### config.mk
export PLATFORM = sky130hd
export DESIGN_NAME = pnlf_back_flat
export DESIGN_NICKNAME = d
export VERILOG_FILES = /design/src/pnlf_pkg.sv /design/src/pnlf_nbr_if.sv /design/src/pnlf_back.sv /design/src/flat_wrapper.sv
export SDC_FILE = /design/constraint.sdc
export NUM_CORES = 1
export LEC_CHECK = 0
export ABC_CLOCK_PERIOD_IN_PS = 2570
export BUFFER_PORTS_ARGS = -buffer_cell sky130_fd_sc_hd__buf_2
export CAP_MARGIN = 0
export CORE_ASPECT_RATIO = 0.9
export CORE_MARGIN = 2
export CORE_UTILIZATION = 53
export DETAILED_ROUTE_END_ITERATION = 16
export GPL_TIMING_DRIVEN = 0
export HOLD_SLACK_MARGIN = 0.1
export PLACE_DENSITY = 0.81
export REMOVE_ABC_BUFFERS = 1
export SETUP_SLACK_MARGIN = 0.05
export SYNTH_ARGS = -nofsm -noshare
export SYNTH_HDL_FRONTEND = slang
export SYNTH_SLANG_ARGS = --single-unit
### constraint.sdc
create_clock -name clk -period 2.57 [get_ports clk]
set_input_delay 0.1285 -clock clk [delete_from_list [all_inputs] [get_ports clk]]
set_output_delay 0.1285 -clock clk [all_outputs]
set_load 0.02 [all_outputs]
### src/pnlf_pkg.sv
package pnlf_pkg;

	// Field widths fixed by the list format
	localparam int IDX_W      = 12;
	localparam int NBR_W      = 13;
	localparam int SLOT_W     = 13;
	localparam int LEN_W      = 24;
	localparam int SQ_W       = 2 * LEN_W;
	localparam int SUM_W      = SQ_W + 2;
	localparam int CFG_IDX_W  = 2;
	localparam int CFG_DATA_W = LEN_W;

	// Register indexes on the configuration port
	localparam logic [CFG_IDX_W-1:0] CFG_BOX_LENGTH   = 2'd0;
	localparam logic [CFG_IDX_W-1:0] CFG_CUTOFF_BEAD  = 2'd1;
	localparam logic [CFG_IDX_W-1:0] CFG_CUTOFF_PROBE = 2'd2;
	localparam logic [CFG_IDX_W-1:0] CFG_BEAD_COUNT   = 2'd3;

	localparam logic [LEN_W-1:0] BOX_LENGTH_RST = 24'd4096;

	// Queue between front and back
	localparam int QUEUE_DEPTH = 4;
	localparam int PTR_W       = 2;

	typedef struct packed {
		logic [LEN_W-1:0] box_length;
		logic [LEN_W-1:0] cutoff_bead;
		logic [LEN_W-1:0] cutoff_probe;
		logic [NBR_W-1:0] bead_count;
	} pnlf_cfg_t;

	// Pair bookkeeping that rides along the front pipeline
	typedef struct packed {
		logic             row_start;
		logic             self_keep;
		logic [NBR_W-1:0] neighbor_index;
		logic [IDX_W-1:0] row_probe;
	} pnlf_tag_t;

	// One classified pair, handed from front to back
	typedef struct packed {
		pnlf_tag_t       tag;
		logic            over;
		logic [SQ_W-1:0] sq_x;
		logic [SQ_W-1:0] sq_y;
		logic [SQ_W-1:0] sq_z;
		logic [SQ_W-1:0] cut_sq;
	} pnlf_entry_t;

endpackage

### src/pnlf_nbr_if.sv
interface pnlf_nbr_if;
	import pnlf_pkg::*;

	logic              valid;
	logic              ready;
	logic [NBR_W-1:0]  neighbor_index;
	logic [SLOT_W-1:0] list_slot;
	logic [IDX_W-1:0]  row_probe;

	modport source (
		output valid, neighbor_index, list_slot, row_probe,
		input  ready
	);

	modport sink (
		input  valid, neighbor_index, list_slot, row_probe,
		output ready
	);

endinterface

### src/pnlf_back.sv
module pnlf_back #(
	parameter int MAX_PARTICLES = 4096
) (
	input  logic                  clk,
	input  logic                  arst_n,
	input  logic                  head_valid,
	input  pnlf_pkg::pnlf_entry_t head,
	output logic                  pop,
	pnlf_nbr_if.source            nbr
);
	import pnlf_pkg::*;

	localparam int SLOT_WRAP = (2 * MAX_PARTICLES < (1 << SLOT_W)) ?
		2 * MAX_PARTICLES : (1 << SLOT_W);
	localparam logic [SLOT_W-1:0] SLOT_LAST = SLOT_W'(SLOT_WRAP - 1);

	logic              out_valid_q;
	logic [NBR_W-1:0]  nbr_index_q;
	logic [SLOT_W-1:0] list_slot_q;
	logic [IDX_W-1:0]  row_probe_q;
	logic [SLOT_W-1:0] slot_q;

	logic [SUM_W-1:0]  dist_sq;
	logic              keep;
	logic [SLOT_W-1:0] slot_base;
	logic [SLOT_W-1:0] slot_next;

	// Final distance test
	assign dist_sq = SUM_W'(head.sq_x) + SUM_W'(head.sq_y) + SUM_W'(head.sq_z);
	assign keep    = head.tag.self_keep ||
		(!head.over && (dist_sq < SUM_W'(head.cut_sq)));

	// Slot numbering restarts at row start and wraps at the list limit
	assign slot_base = head.tag.row_start ? '0 : slot_q;
	assign slot_next = (slot_base == SLOT_LAST) ? '0 : slot_base + 1'b1;

	assign pop = head_valid && (!out_valid_q || nbr.ready);

	assign nbr.valid          = out_valid_q;
	assign nbr.neighbor_index = nbr_index_q;
	assign nbr.list_slot      = list_slot_q;
	assign nbr.row_probe      = row_probe_q;

	// Hold result until transfer, track the slot counter
	always_ff @(posedge clk or negedge arst_n) begin
		if (!arst_n) begin
			out_valid_q <= 1'b0;
			slot_q      <= '0;
		end else if (pop) begin
			out_valid_q <= keep;
			slot_q      <= keep ? slot_next : slot_base;
		end else if (nbr.ready) begin
			out_valid_q <= 1'b0;
		end
	end

	// Load result payload
	always_ff @(posedge clk) begin
		if (pop && keep) begin
			nbr_index_q <= head.tag.neighbor_index;
			list_slot_q <= slot_base;
			row_probe_q <= head.tag.row_probe;
		end
	end

	a_row_first_slot: assert property (@(posedge clk) disable iff (!arst_n)
		(pop && keep && head.tag.row_start) |=> (nbr.valid && (nbr.list_slot == '0)))
		else $error("first neighbor of a row not in slot zero");

	a_drop_holds_slot: assert property (@(posedge clk) disable iff (!arst_n)
		(pop && !keep) |=> (slot_q == $past(slot_base)))
		else $error("dropped pair moved the slot counter");

	a_self_kept: assert property (@(posedge clk) disable iff (!arst_n)
		(pop && head.tag.self_keep) |=> nbr.valid)
		else $error("self pair not emitted");

endmodule

### src/flat_wrapper.sv
// flat-port wrapper written by rule: the top's interface ports become plain ports
module pnlf_back_flat import pnlf_pkg::*;
#(
	parameter int MAX_PARTICLES = 4096
)
  (clk, arst_n, head_valid, head, pop, nbr_valid, nbr_neighbor_index, nbr_list_slot, nbr_row_probe, nbr_ready);
  pnlf_nbr_if nbr_i ();
  input  logic clk;
  input  logic arst_n;
  input  logic head_valid;
  input  pnlf_pkg::pnlf_entry_t head;
  output logic pop;
  output wire logic [$bits(nbr_i.valid)-1:0] nbr_valid;
  output wire logic [$bits(nbr_i.neighbor_index)-1:0] nbr_neighbor_index;
  output wire logic [$bits(nbr_i.list_slot)-1:0] nbr_list_slot;
  output wire logic [$bits(nbr_i.row_probe)-1:0] nbr_row_probe;
  input wire logic [$bits(nbr_i.ready)-1:0] nbr_ready;
  assign nbr_valid = nbr_i.valid;
  assign nbr_neighbor_index = nbr_i.neighbor_index;
  assign nbr_list_slot = nbr_i.list_slot;
  assign nbr_row_probe = nbr_i.row_probe;
  assign nbr_i.ready = nbr_ready;
  pnlf_back #(.MAX_PARTICLES(MAX_PARTICLES)) u_core (.clk(clk), .arst_n(arst_n), .head_valid(head_valid), .head(head), .pop(pop), .nbr(nbr_i));
endmodule
==> reports/summary.txt <==
Fillers - 1026
Leak - 5.510 nW
Die W - 134.6 um
area of the mapped netlist - 0.008132 sq mm
placed cell areas - 0.009647 sq mm
buffers and inverters on the worst path - 11
Buffers on Ports - 263
sequential share of power - 15.8%
xor/xnor share of the synthesized area - 9.478%
Fin. Hold Viols - 0
GRT overflow - 0
cell taking the most area after synthesis - ha_1
Synth Area in Simple Gates - 15.20%
Post-Synth Adder-Cell Area - 23.11%
largest delay contributor family on the critical path - compound AO/OA/AOI/OAI gates
Setup crit start kind - input port
fin crit period - 6452 ps
Max rail drop VDD - 0.4161 mV
Vias/cell - 5.795
first-pass GRT wire length - 38920 um
CP Capture Type - register
fmax - 155.0 MHz
Max Root-Sink Buffers - 2
internal power - 0.003733 W
Die ar. - 0.01635 sq mm
share of cells above drive strength 1 - 34.30%
portion of netlist area occupied by mux cells - 0.1231%
EDFF count, synth - 38
Slew HR - 66.52%
area grow syn2layout - 40.58%
Setup-failing EPs final - 52
Critical Path Most Common Cell - buf_4
max-slew violations - 0
die height - 121.5 um
core area - 0.01487 sq mm
PD cells - 590.5 mW/mm^2
TritonCTS Buffers - 5
CP max-delay cell - a2111oi_4
synth unique cells - 77
dpl ws - -5726 ps
setup ws final - -3882 ps
Synth Area in Compound Gates - 28.88%
post-detail-place hpwl - 17600 um
CP max stage delay - 450 ps
Final nets - 1716
#FFs+latches synth - 52
Reg area - 0.001491 sq mm
Routed Antenna Nets - 0
combinational power share - 74.2%
top post-synthesis cells by area - ha_1, edfxtp_1, xnor2_1, a21oi_1, dfrtp_1
First DRT Iteration DRCs - 716
Mapped Cells - 981
share of the synthesized area in the top cell type - 22.62%
final core occ - 76.86%
clock-pin transition on the worst setup and hold timing paths - 70 ps
status - finished with violations
wire per inst - 16.34 um
cell area after layout - 0.01143 sq mm
total track usage - 28.68%
Sw Pwr - 0.003017 W
RSZ-0062 raised after global routing - yes
failing checks - negative setup slack
Switching Fraction - 44.69%
std cell rows - 42
worst hold path class - input port to register
Syn Area/Cell - 8.289 sq um
Synth Flop Type - edfxtp_1
clk root buf - clkbuf_16
CTS Sinks - 52
drt drc - 0
sequential share of the synthesized area - 18.34%
H-tree depth - 2
CP required - 2630 ps
area of the multi-input gates - 0.006869 sq mm
Worst EP arrival - 6510 ps
ys async rst share - 26.92%
Synth Warn # - 0
antenna violations before repair - 5
num ports - 264
largest family of logic cells by synthesized area - compound AO/OA/AOI/OAI gates
Pre-antenna DRT Iters - 6
Slew @ Worst Pin - 501.1 ps
Clk pwr share - 10.0%
via count - 8965
Clock Skews - 8.422 ps
cell with the most instances after synthesis - ha_1
GP Congestion - 0.9244
critical path class - input port to register
CTS tree - done
max-cap check violation count - 0
Initial Utilization - 54.68%
Clock Latency Late Sink - 290 ps
vias in the first global route - 8451
Final Cycle Share - 251.1%
crit path max fanout - 5
pin count of the biggest net entering global routing - 25
WL final - 25280 um
Post-Route Setup TNS - -199110 ps
Commonest cells post-synth - ha_1, a21oi_1, inv_1
[repair_timing]
action | 4_1_cts | 5_1_grt
buffers inserted | 62 | 19
resized for setup | 122 | 36
cloned | 6 | 0
hold buffers | 26 | 0
setup endpoints to repair | 52 | 52
pin swaps | 98 | 57
hold endpoints to repair | 39 | 0
[per-layer routing]
layer / part of all wire, % / vias to the layer above / GRT usage [%] / wire length, um
met4: 3.1 / 0 / 8.684 / 781
met2: 48 / 419 / 51.34 / 12140
met3: 6.4 / 69 / 2.632 / 1608
li1: - / 4383 / - / -
met1: 43 / 4094 / 36.69 / 10750
met5: 0 / - / 0 / 0
[registers in the layout, indices dropped and copies added (netlist names)]
name	count
u_core.nbr.list_slot	13
u_core.nbr.neighbor_index	13
u_core.slot_q	13
u_core.nbr.row_probe	12
u_core.nbr.valid	1
[worst register-to-register path: stages (launching register included)]
cell	delay, ps
dfrtp_1	390
nor2b_1	190
ha_1	210
and3_1	190
and3_1	230
and3_1	210
and3_2	230
nand4_1	170
nand2b_1	230
a31oi_1	70
nor2_1	100
o21ai_0	120
o2bb2ai_2	150
[per-stage QoR]
stage / std cells / hold slack, ps / total power (W)
after floorplan: 965 / -167.1 / 0.004033
after global placement: 1426 / 46.23 / 0.004844
after detailed placement: 1427 / 57.52 / 0.004961
after CTS: 1528 / 105.4 / 0.006410
after global routing: 1547 / 114.4 / 0.007286
final: 1547 / 96.52 / 0.006750
[cells in the final DEF, fill, tap and decap left out, types with 8 or more instances in the layout]
cell / count
buf_2: 259
ha_1: 135
a21oi_1: 95
inv_1: 81
xnor2_1: 66
buf_4: 66
nand2_1: 52
a21o_1: 45
nor2_1: 43
edfxtp_1: 38
o21ai_0: 36
dlygate4sd3_1: 26
nand4_1: 23
o21bai_1: 22
nor2b_1: 22
xor2_1: 21
a21oi_2: 18
nand3_1: 17
o21a_1: 17
nand2b_1: 17
and3_1: 14
dfrtp_1: 14
o21ai_1: 13
nor3_1: 12
buf_6: 12
o211ai_1: 9
o21ai_2: 8
ha_4: 8
[power groups by stage]
stage / combinational [W] / clock, W / sequential (W)
floorplan: 0.00287 / 0 / 0.00116
global placement: 0.00377 / 0 / 0.00108
detailed placement: 0.00388 / 0 / 0.00108
CTS: 0.00467 / 0.000678 / 0.00106
global route: 0.00550 / 0.000718 / 0.00107
finish: 0.00501 / 0.000677 / 0.00106
[cell families after synthesis]
group                    after synthesis
multiplexers                           1
AO/OA/AOI/OAI                        349
buffers and inverters                101
flip-flops                            52
AND/OR/NAND/NOR                      241
XOR/XNOR                              88
adder cells (fa/ha/maj)              149
[final timing paths]
kind                                              start                            endpoint  slack, ps  cells after the start
hold / removal                                nbr_ready        u_core.nbr.valid$_DFFE_PN0P_        100                      3
max in group asynchronous                        arst_n        u_core.slot_q[8]$_DFFE_PN0P_       1970                      2
min in group asynchronous                        arst_n        u_core.slot_q[2]$_DFFE_PN0P_        340                      2
setup reg to reg           u_core.slot_q[1]$_DFFE_PN0P_       u_core.slot_q[11]$_DFFE_PN0P_        -40                     12
setup / recovery                              head[100]  u_core.nbr.list_slot[10]$_DFFE_PP_      -3880                     36
hold reg to reg            u_core.nbr.valid$_DFFE_PN0P_        u_core.nbr.valid$_DFFE_PN0P_        500                      2
[cell type report]
class                           instances  area share, %
Tap cell                              198          2.167
Inverter                               85          2.824
Clock inverter                          3         0.2408
Clock buffer                            5          1.095
Sequential cell                        52          13.05
Multi-Input combinational cell        828          60.09
Timing Repair Buffer                  369          20.29
Antenna cell                            5         0.1095
Timing Repair inverter                  2         0.1313
(Power assumes the default switching activity.)
