[config.mk]
export PLATFORM = sky130hd
export DESIGN_NAME = pnlf_queue
export DESIGN_NICKNAME = d
export VERILOG_FILES = /design/src/pnlf_pkg.sv /design/src/pnlf_queue.sv
export SDC_FILE = /design/constraint.sdc
export NUM_CORES = 1
export LEC_CHECK = 0
export ABC_AREA = 1
export BUFFER_PORTS_ARGS = -buffer_cell sky130_fd_sc_hd__buf_2
export CORE_MARGIN = 3
export CORE_UTILIZATION = 30
export CTS_CLUSTER_SIZE = 28
export DETAILED_ROUTE_END_ITERATION = 8
export PLACE_DENSITY = 0.51
export RECOVER_POWER = 100
export SLEW_MARGIN = 0
export SYNTH_ARGS = -nofsm -noshare
export SYNTH_HDL_FRONTEND = slang
export SYNTH_SLANG_ARGS = --single-unit
[constraint.sdc]
create_clock -name clk -period 14 [get_ports clk]
set_clock_uncertainty 0.05 [all_clocks]
set_input_delay 0.7 -clock clk [delete_from_list [all_inputs] [get_ports clk]]
set_output_delay 0.7 -clock clk [all_outputs]
set_load 0.03 [all_outputs]
[src/pnlf_pkg.sv]
package pnlf_pkg;

	// Field widths fixed by the list format
	localparam int IDX_W      = 12;
	localparam int NBR_W      = 13;
	localparam int SLOT_W     = 13;
	localparam int LEN_W      = 24;
	localparam int SQ_W       = 2 * LEN_W;
	localparam int SUM_W      = SQ_W + 2;
	localparam int CFG_IDX_W  = 2;
	localparam int CFG_DATA_W = LEN_W;

	// Register indexes on the configuration port
	localparam logic [CFG_IDX_W-1:0] CFG_BOX_LENGTH   = 2'd0;
	localparam logic [CFG_IDX_W-1:0] CFG_CUTOFF_BEAD  = 2'd1;
	localparam logic [CFG_IDX_W-1:0] CFG_CUTOFF_PROBE = 2'd2;
	localparam logic [CFG_IDX_W-1:0] CFG_BEAD_COUNT   = 2'd3;

	localparam logic [LEN_W-1:0] BOX_LENGTH_RST = 24'd4096;

	// Queue between front and back
	localparam int QUEUE_DEPTH = 4;
	localparam int PTR_W       = 2;

	typedef struct packed {
		logic [LEN_W-1:0] box_length;
		logic [LEN_W-1:0] cutoff_bead;
		logic [LEN_W-1:0] cutoff_probe;
		logic [NBR_W-1:0] bead_count;
	} pnlf_cfg_t;

	// Pair bookkeeping that rides along the front pipeline
	typedef struct packed {
		logic             row_start;
		logic             self_keep;
		logic [NBR_W-1:0] neighbor_index;
		logic [IDX_W-1:0] row_probe;
	} pnlf_tag_t;

	// One classified pair, handed from front to back
	typedef struct packed {
		pnlf_tag_t       tag;
		logic            over;
		logic [SQ_W-1:0] sq_x;
		logic [SQ_W-1:0] sq_y;
		logic [SQ_W-1:0] sq_z;
		logic [SQ_W-1:0] cut_sq;
	} pnlf_entry_t;

endpackage

[src/pnlf_queue.sv]
module pnlf_queue (
	input  logic                  clk,
	input  logic                  arst_n,
	input  logic                  push,
	input  pnlf_pkg::pnlf_entry_t push_entry,
	output logic                  full,
	input  logic                  pop,
	output logic                  head_valid,
	output pnlf_pkg::pnlf_entry_t head
);
	import pnlf_pkg::*;

	pnlf_entry_t       slots_q [QUEUE_DEPTH];
	logic [PTR_W-1:0]  wr_ptr_q, rd_ptr_q;
	logic [PTR_W:0]    count_q;

	assign full       = (count_q == (PTR_W+1)'(QUEUE_DEPTH));
	assign head_valid = (count_q != '0);
	assign head       = slots_q[rd_ptr_q];

	// Advance pointers and occupancy
	always_ff @(posedge clk or negedge arst_n) begin
		if (!arst_n) begin
			wr_ptr_q <= '0;
			rd_ptr_q <= '0;
			count_q  <= '0;
		end else begin
			if (push) wr_ptr_q <= wr_ptr_q + 1'b1;
			if (pop)  rd_ptr_q <= rd_ptr_q + 1'b1;
			if (push && !pop) begin
				count_q <= count_q + 1'b1;
			end else if (pop && !push) begin
				count_q <= count_q - 1'b1;
			end
		end
	end

	// Store entries
	always_ff @(posedge clk) begin
		if (push) slots_q[wr_ptr_q] <= push_entry;
	end

	// Empty queue has its pointers together
	a_empty_ptrs: assert property (@(posedge clk) disable iff (!arst_n)
		(count_q == '0) |-> (wr_ptr_q == rd_ptr_q))
		else $error("queue pointers apart while empty");

endmodule

==> impl_metrics.yaml, run 1 <==
worst_setup_path:
  cp-start-kind: "register"
  crit_type: "register to register"
  cp.arrival_ns: 8.57
  reg2reg_slack_ns: 5.20
  crit_path_end_kind: "register"
  worst_r2r_path_depth: 5
  critPathRequiredTime_ns: 13.77
  crit_fanout: 108
grt:
  grt.total_usage_pct: 12.6
  grt_pass1_wl_um: 119000
  antenna_found_initial: 15
  grt_max_degree: 230
  grt_overflow: 0
  grt_pass1_vias: 19800
synth:
  ys.flop_type: "edfxtp_1"
  syn-num-nets: 2846
  postSynthAreaPerCell_um2: 13.7
  synth_top_family_by_area: "compound AO/OA/AOI/OAI gates"
  async_flop_share_pct: 0.789
  yosysSeqAreaShare_pct: 74.2
  synth_top_area_share_pct: 73.7
  yosys_register_bits: 887
  synth_top_cells_by_area: "edfxtp_1 74%, o211ai_1 8.5%, nand2_1 7.1%"
  yosys.area.top_type: "edfxtp_1"
  synth-warning-count: 0
  synth_area_um2: 35900
  yosysMostFrequentCell: "edfxtp_1"
  synthAdderAreaFrac_pct: 0.230
  synth_compound_area_share_pct: 9.67
  synth_common_cells: "880 x edfxtp_1, 674 x nand2_1, 451 x inv_1, 408 x o211ai_1, 74 x buf_6"
  yosys-mux-area-fraction_pct: 0
  synthSimpleGateAreaFrac_pct: 7.11
  synthCells: 2616
  synthXorXnorAreaFrac_pct: 0.0977
  synth-edff-count: 880
  synth.distinct_cells: 23
clock_network:
  cts.sinks: 887
  clock_latency_ns: 0.65
  clock_path_buffers: 3
  hold_buffers: 1
  ctsResizeCount: 0
  cts_root_buffer: "clkbuf_16"
  clkTransAtPathRegs_ns: 0.05
  post_cts_buffers: 0
  htree_levels: 3
  cts_buffers: 99
  cts_tree: "built"
placed_design:
  place_congestion: 0.693
  hpwl_um: 46100
  place_area_um2: 38900
  portBuffers: 445
pwr:
  combPwrFrac_pct: 36.7
  switching_share_pct: 40.4
  internal_power_mw: 5.80
  vdd_drop_max_uv: 132
  power_leakage_nw: 15.1
  switchingPower_mw: 3.92
  power_density_nw_per_um2: 235
  pwr-share-seq_pct: 37.9
  clkPwrFrac_pct: 25.4
cells_and_area:
  fill_cells: 11600
  finalInstanceArea_um2: 41400
  utilization_pct: 34.9
  drive_above_1_share_pct: 5.90
  syn_to_final_growth_pct: 15.4
  nNetsFinal: 3267
flow_run:
  maxCapViolCount: 19
sta:
  finalSetupViolations: 0
  fin_crit_ns: 8.80
  report.final.hold_viol_count: 0
  rsz0062_at_grt: "false"
  timing.final.crit_share_pct: 62.8
  final_max_slew_viol_count: 1233
  max_freq_mhz: 114
  maxSlewHeadroom_pct: -305
  setup_tns_ns: 0
  tightest_slew_ns: 6.05
routing:
  drt_iter0_drc: 1211
  ant_nets: 0
  num_vias: 20300
  avgViaCountPerCell: 4.30
  drt_wl_total_um: 79800
  drtPass1Iterations: 5
  post-route-drc-count: 0
  routedWlPerCell_um: 16.9
floorplanning:
  start_util_pct: 30.3
  die_area_um2: 124000
  core_um2: 118000
  io_pins: 446
  rows: 126
  fp.dieH_um: 352
  die_w_um: 352
outcome:
  violations: "max-capacitance violations, max-slew violations"
  status: "finished with violations"
min_path:
  whs_path_depth: 2
  hp-class: "input port to register"
per-stage QoR:
| stage | total power [mW] | hold WS (ns) | setup slack [ns] | instances |
|---|---|---|---|---|
| 4_1_cts | 9.98 | 0.126 | 8.49 | 4718 |
| 5_1_grt | 10.3 | 0.197 | 4.22 | 4720 |
| 3_3_place_gp | 7.44 | 0.410 | 9.28 | 4535 |
| 3_5_place_dp | 7.46 | 0.417 | 9.23 | 4535 |
| 6_report | 9.72 | 0.223 | 5.20 | 4727 |
| 2_1_floorplan | 6.61 | 0.354 | 8.13 | 2616 |
worst paths after layout:
path                                          from                       end
setup / recovery           wr_ptr_q[0]$_DFFE_PN0P_  slots_q[2][52]$_DFFE_PP_
hold / removal                                 pop   rd_ptr_q[0]$_DFFE_PN0P_
setup reg to reg           wr_ptr_q[0]$_DFFE_PN0P_  slots_q[2][52]$_DFFE_PP_
hold reg to reg             count_q[2]$_DFFE_PN0P_    count_q[2]$_DFFE_PN0P_
max in group asynchronous                   arst_n   wr_ptr_q[0]$_DFFE_PN0P_
min in group asynchronous                   arst_n    count_q[1]$_DFFE_PN0P_
sequential cells by signal (all words and copies together), names as in the netlist:
register and count:
slots_q 880, count_q 3, rd_ptr_q 2, wr_ptr_q 2
power groups by stage:
stage | logic [mW] | clock network [mW] | registers, mW
4_1_cts | 3.79 | 2.56 | 3.62
3_3_place_gp | 3.77 | 0 | 3.67
2_1_floorplan | 2.89 | 0 | 3.71
3_5_place_dp | 3.79 | 0 | 3.68
6_report | 3.56 | 2.47 | 3.69
5_1_grt | 3.93 | 2.66 | 3.74
worst max-delay path: stages, from the launching register on:
cell and delay, ns:
dfrtp_1 0.41, inv_1 0.08, ha_1 0.19, nand2_1 0.07
clkinvlp_2 4.45, clkbuf_1 2.56
cell families after synthesis:
group	count (synthesis)
AO/OA/AOI/OAI	441
XOR/XNOR	4
AND/OR/NAND/NOR	678
buffers and inverters	600
adder cells (fa/ha/maj)	6
flip-flops	887
per-layer routing:
metal / vias up / track usage (%) / share of wire (%)
li1: 10000 / - / -
met1: 9785 / 15.0 / 41
met2: 388 / 21.6 / 50
met3: 143 / 3.73 / 6.5
met4: 12 / 4.34 / 2.9
met5: - / 0 / 0.10
layout make-up:
type	count	area [um^2]	area share [%]
diodes	9	22.5	0.0544
repair buffers	468	1840	4.45
flip-flops and latches	887	26600	64.3
clock buffers	128	2630	6.36
clock inverters	54	465	1.13
well taps	1600	2000	4.84
multi-input cells	1129	6100	14.7
inverters	452	1710	4.13
cells in the final DEF, fill, tap and decap left out:
cell           synthesis  final
bufinv_16              0      8
dlygate4sd3_1          0      1
nand4_1                1      1
edfxtp_1             880    880
clkinv_1               0     26
o21ai_0                0      1
nand2_1              674    674
nor2_1                 1      1
ha_1                   5      5
buf_2                 42     18
buf_4                 13      6
buf_12                 7      2
dfrtp_1                7      7
clkinvlp_2             0      4
clkbuf_16              0    101
o211ai_1             408    416
clkinvlp_4             0      2
inv_6                  0      3
clkinv_4               0      3
nor3_1                 1      1
inv_8                  0      1
inv_1                451    447
clkinv_2               0     12
diode_2                0      9
nand3_1                1      1
o211ai_2              32     24
fa_1                   1      1
xor2_1                 3      3
clkbuf_1               3    468
xnor2_1                1      1
(Power assumes the default switching activity.)
==> run 2, diff against run 1 <==
Clock period 14 ns to 8.95 ns, I/O delays scaled along.
==> impl_metrics.yaml, run 2 (synthesis results as in run 1) <==
outcome:
  status: "finished with violations"
  violations: "max-capacitance violations, max-slew violations"
worst_setup_path:
  worstReg2RegStart: "wr_ptr_q[0]$_DFFE_PN0P_"
  reg2reg_slack_ns: 2.85
  crit_type: "register to register"
  crit_fanout: 68
  crit_family: "buffers and inverters"
  setup.worst_path.start: "wr_ptr_q[0]$_DFFE_PN0P_"
  cp_cell_sequence: "inv_1 -> ha_1 -> nand2_1 -> clkinvlp_2 -> clkbuf_2"
  reg2reg_to: "slots_q[0][38]$_DFFE_PP_"
  worst_r2r_path_depth: 5
  cp.arrival_ns: 6.01
  crit_path_end_kind: "register"
  cp-start-kind: "register"
  max_stage_delay_ns: 2.68
  critPathRequiredTime_ns: 8.85
  cp_slowest_cell: "clkinvlp_2"
  worstPathBufferInverterCount: 3
floorplanning:
  die_w_um: 352
  io_pins: 446
  rows: 126
  die_area_um2: 124000
  start_util_pct: 30.3
  fp.dieH_um: 352
  core_um2: 118000
clock_network:
  ctsResizeCount: 0
  clock_latency_ns: 0.64
  cts.sinks: 887
  cts_buffers: 96
  htree_levels: 3
  clkTransAtPathRegs_ns: 0.06
  cts_tree: "built"
  clock_path_buffers: 3
  post_cts_buffers: 0
  cts_root_buffer: "clkbuf_16"
flow_run:
  maxCapViolCount: 10
grt:
  met1_usage_pct: 16.0
  grt_use_met2_pct: 22.3
  grt_use_met3_pct: 3.37
  grt_overflow: 0
  grt_pass1_wl_um: 123000
  grt.total_usage_pct: 13.0
  grt_max_degree: 186
  top_usage_layer: "met2"
  grt_pass1_vias: 20600
  antenna_found_initial: 8
sta:
  tightest_slew_ns: 3.83
  fin_ws_ns: 2.85
  rsz0062_at_grt: "false"
  finalSetupViolations: 0
  whs_ns: 0.238
  final_max_slew_viol_count: 691
  timing.final.crit_share_pct: 68.2
  fin_crit_ns: 6.10
  max_freq_mhz: 164
  setup_tns_ns: 0
  report.final.hold_viol_count: 0
  maxSlewHeadroom_pct: -155
routing:
  avgViaCountPerCell: 4.29
  post-route-drc-count: 0
  ant_nets: 0
  drt_wl_total_um: 82400
  drt_iter0_drc: 1197
  num_vias: 21200
  routedWlPerCell_um: 16.7
  drtPass1Iterations: 8
pwr:
  power_density_nw_per_um2: 347
  switching_share_pct: 41.1
  vdd_drop_max_uv: 213
  power_leakage_nw: 16.0
  combPwrFrac_pct: 37.5
  internal_power_mw: 8.88
  pwr-share-seq_pct: 38.1
  switchingPower_mw: 6.20
  clkPwrFrac_pct: 24.4
min_path:
  hp-class: "input port to async pin"
cells_and_area:
  final_common_cell: "edfxtp_1"
  fill_cells: 11500
  final_cell_mix: "880 x edfxtp_1, 674 x nand2_1, 466 x clkbuf_1, 447 x inv_1, 408 x o211ai_1"
  nNetsFinal: 3484
  top_regs: "slots_q: 880 flops, count_q: 3 flops"
  largest_reg_flops: 880
  final_cells: 4938
  drive_above_1_share_pct: 5.73
  largest-register: "slots_q"
  syn_to_final_growth_pct: 21.4
placed_design:
  portBuffers: 445
  place_congestion: 0.731
  hpwl_um: 47000
  pre_cts_ws_ns: 5.41
  place_inst: 4533
## run 2: routing by layer
metal	wire length, um	vias up
li1	-	10400
met1	35000	10300
met2	40500	397
met3	4540	125
met4	2270	4
met5	31	-
## run 2: worst max-delay path by stage
stage / endpoint / depth (start not counted) / slack, ns
6_report: slots_q[0][38]$_DFFE_PP_ / 5 / 2.85
3_3_place_gp: head[14] / 5 / 5.42
4_1_cts: head[14] / 5 / 4.66
3_5_place_dp: head[14] / 5 / 5.41
2_1_floorplan: slots_q[0][0]$_DFFE_PP_ / 3 / 3.33
5_1_grt: slots_q[0][38]$_DFFE_PP_ / 5 / 2.23
## run 2: power by group through the flow
stage,logic (mW),registers [mW],clock network [mW]
2_1_floorplan,4.53,5.81,0
3_3_place_gp,5.89,5.78,0
3_5_place_dp,5.92,5.79,0
4_1_cts,6.01,5.71,3.81
5_1_grt,6.22,5.82,3.98
6_report,5.66,5.74,3.68
## run 2: timing repair
item	in CTS	in global routing
hold endpoints to repair	891	0
hold buffers	223	0
setup endpoints to repair	0	0
## run 2: area by class of cell
class                           count  area [um^2]  area share, %
Multi-Input combinational cell   1129         6140           14.1
Inverter                          452         1720           3.96
Clock buffer                      124         2550           5.86
Timing Repair Buffer              688         4120           9.46
Tap cell                         1600         2000           4.60
Sequential cell                   887        26600           61.1
Clock inverter                     52          367          0.843
Antenna cell                        6         15.0         0.0345
## run 2: per-stage QoR
stage          total power, mW  instance area (um^2)  util, %
5_1_grt                   16.0                 43500     36.7
3_5_place_dp              11.7                 38900     32.9
6_report                  15.1                 43500     36.8
2_1_floorplan             10.3                 35900        -
3_3_place_gp              11.7                 38900     32.9
4_1_cts                   15.5                 44100     37.2
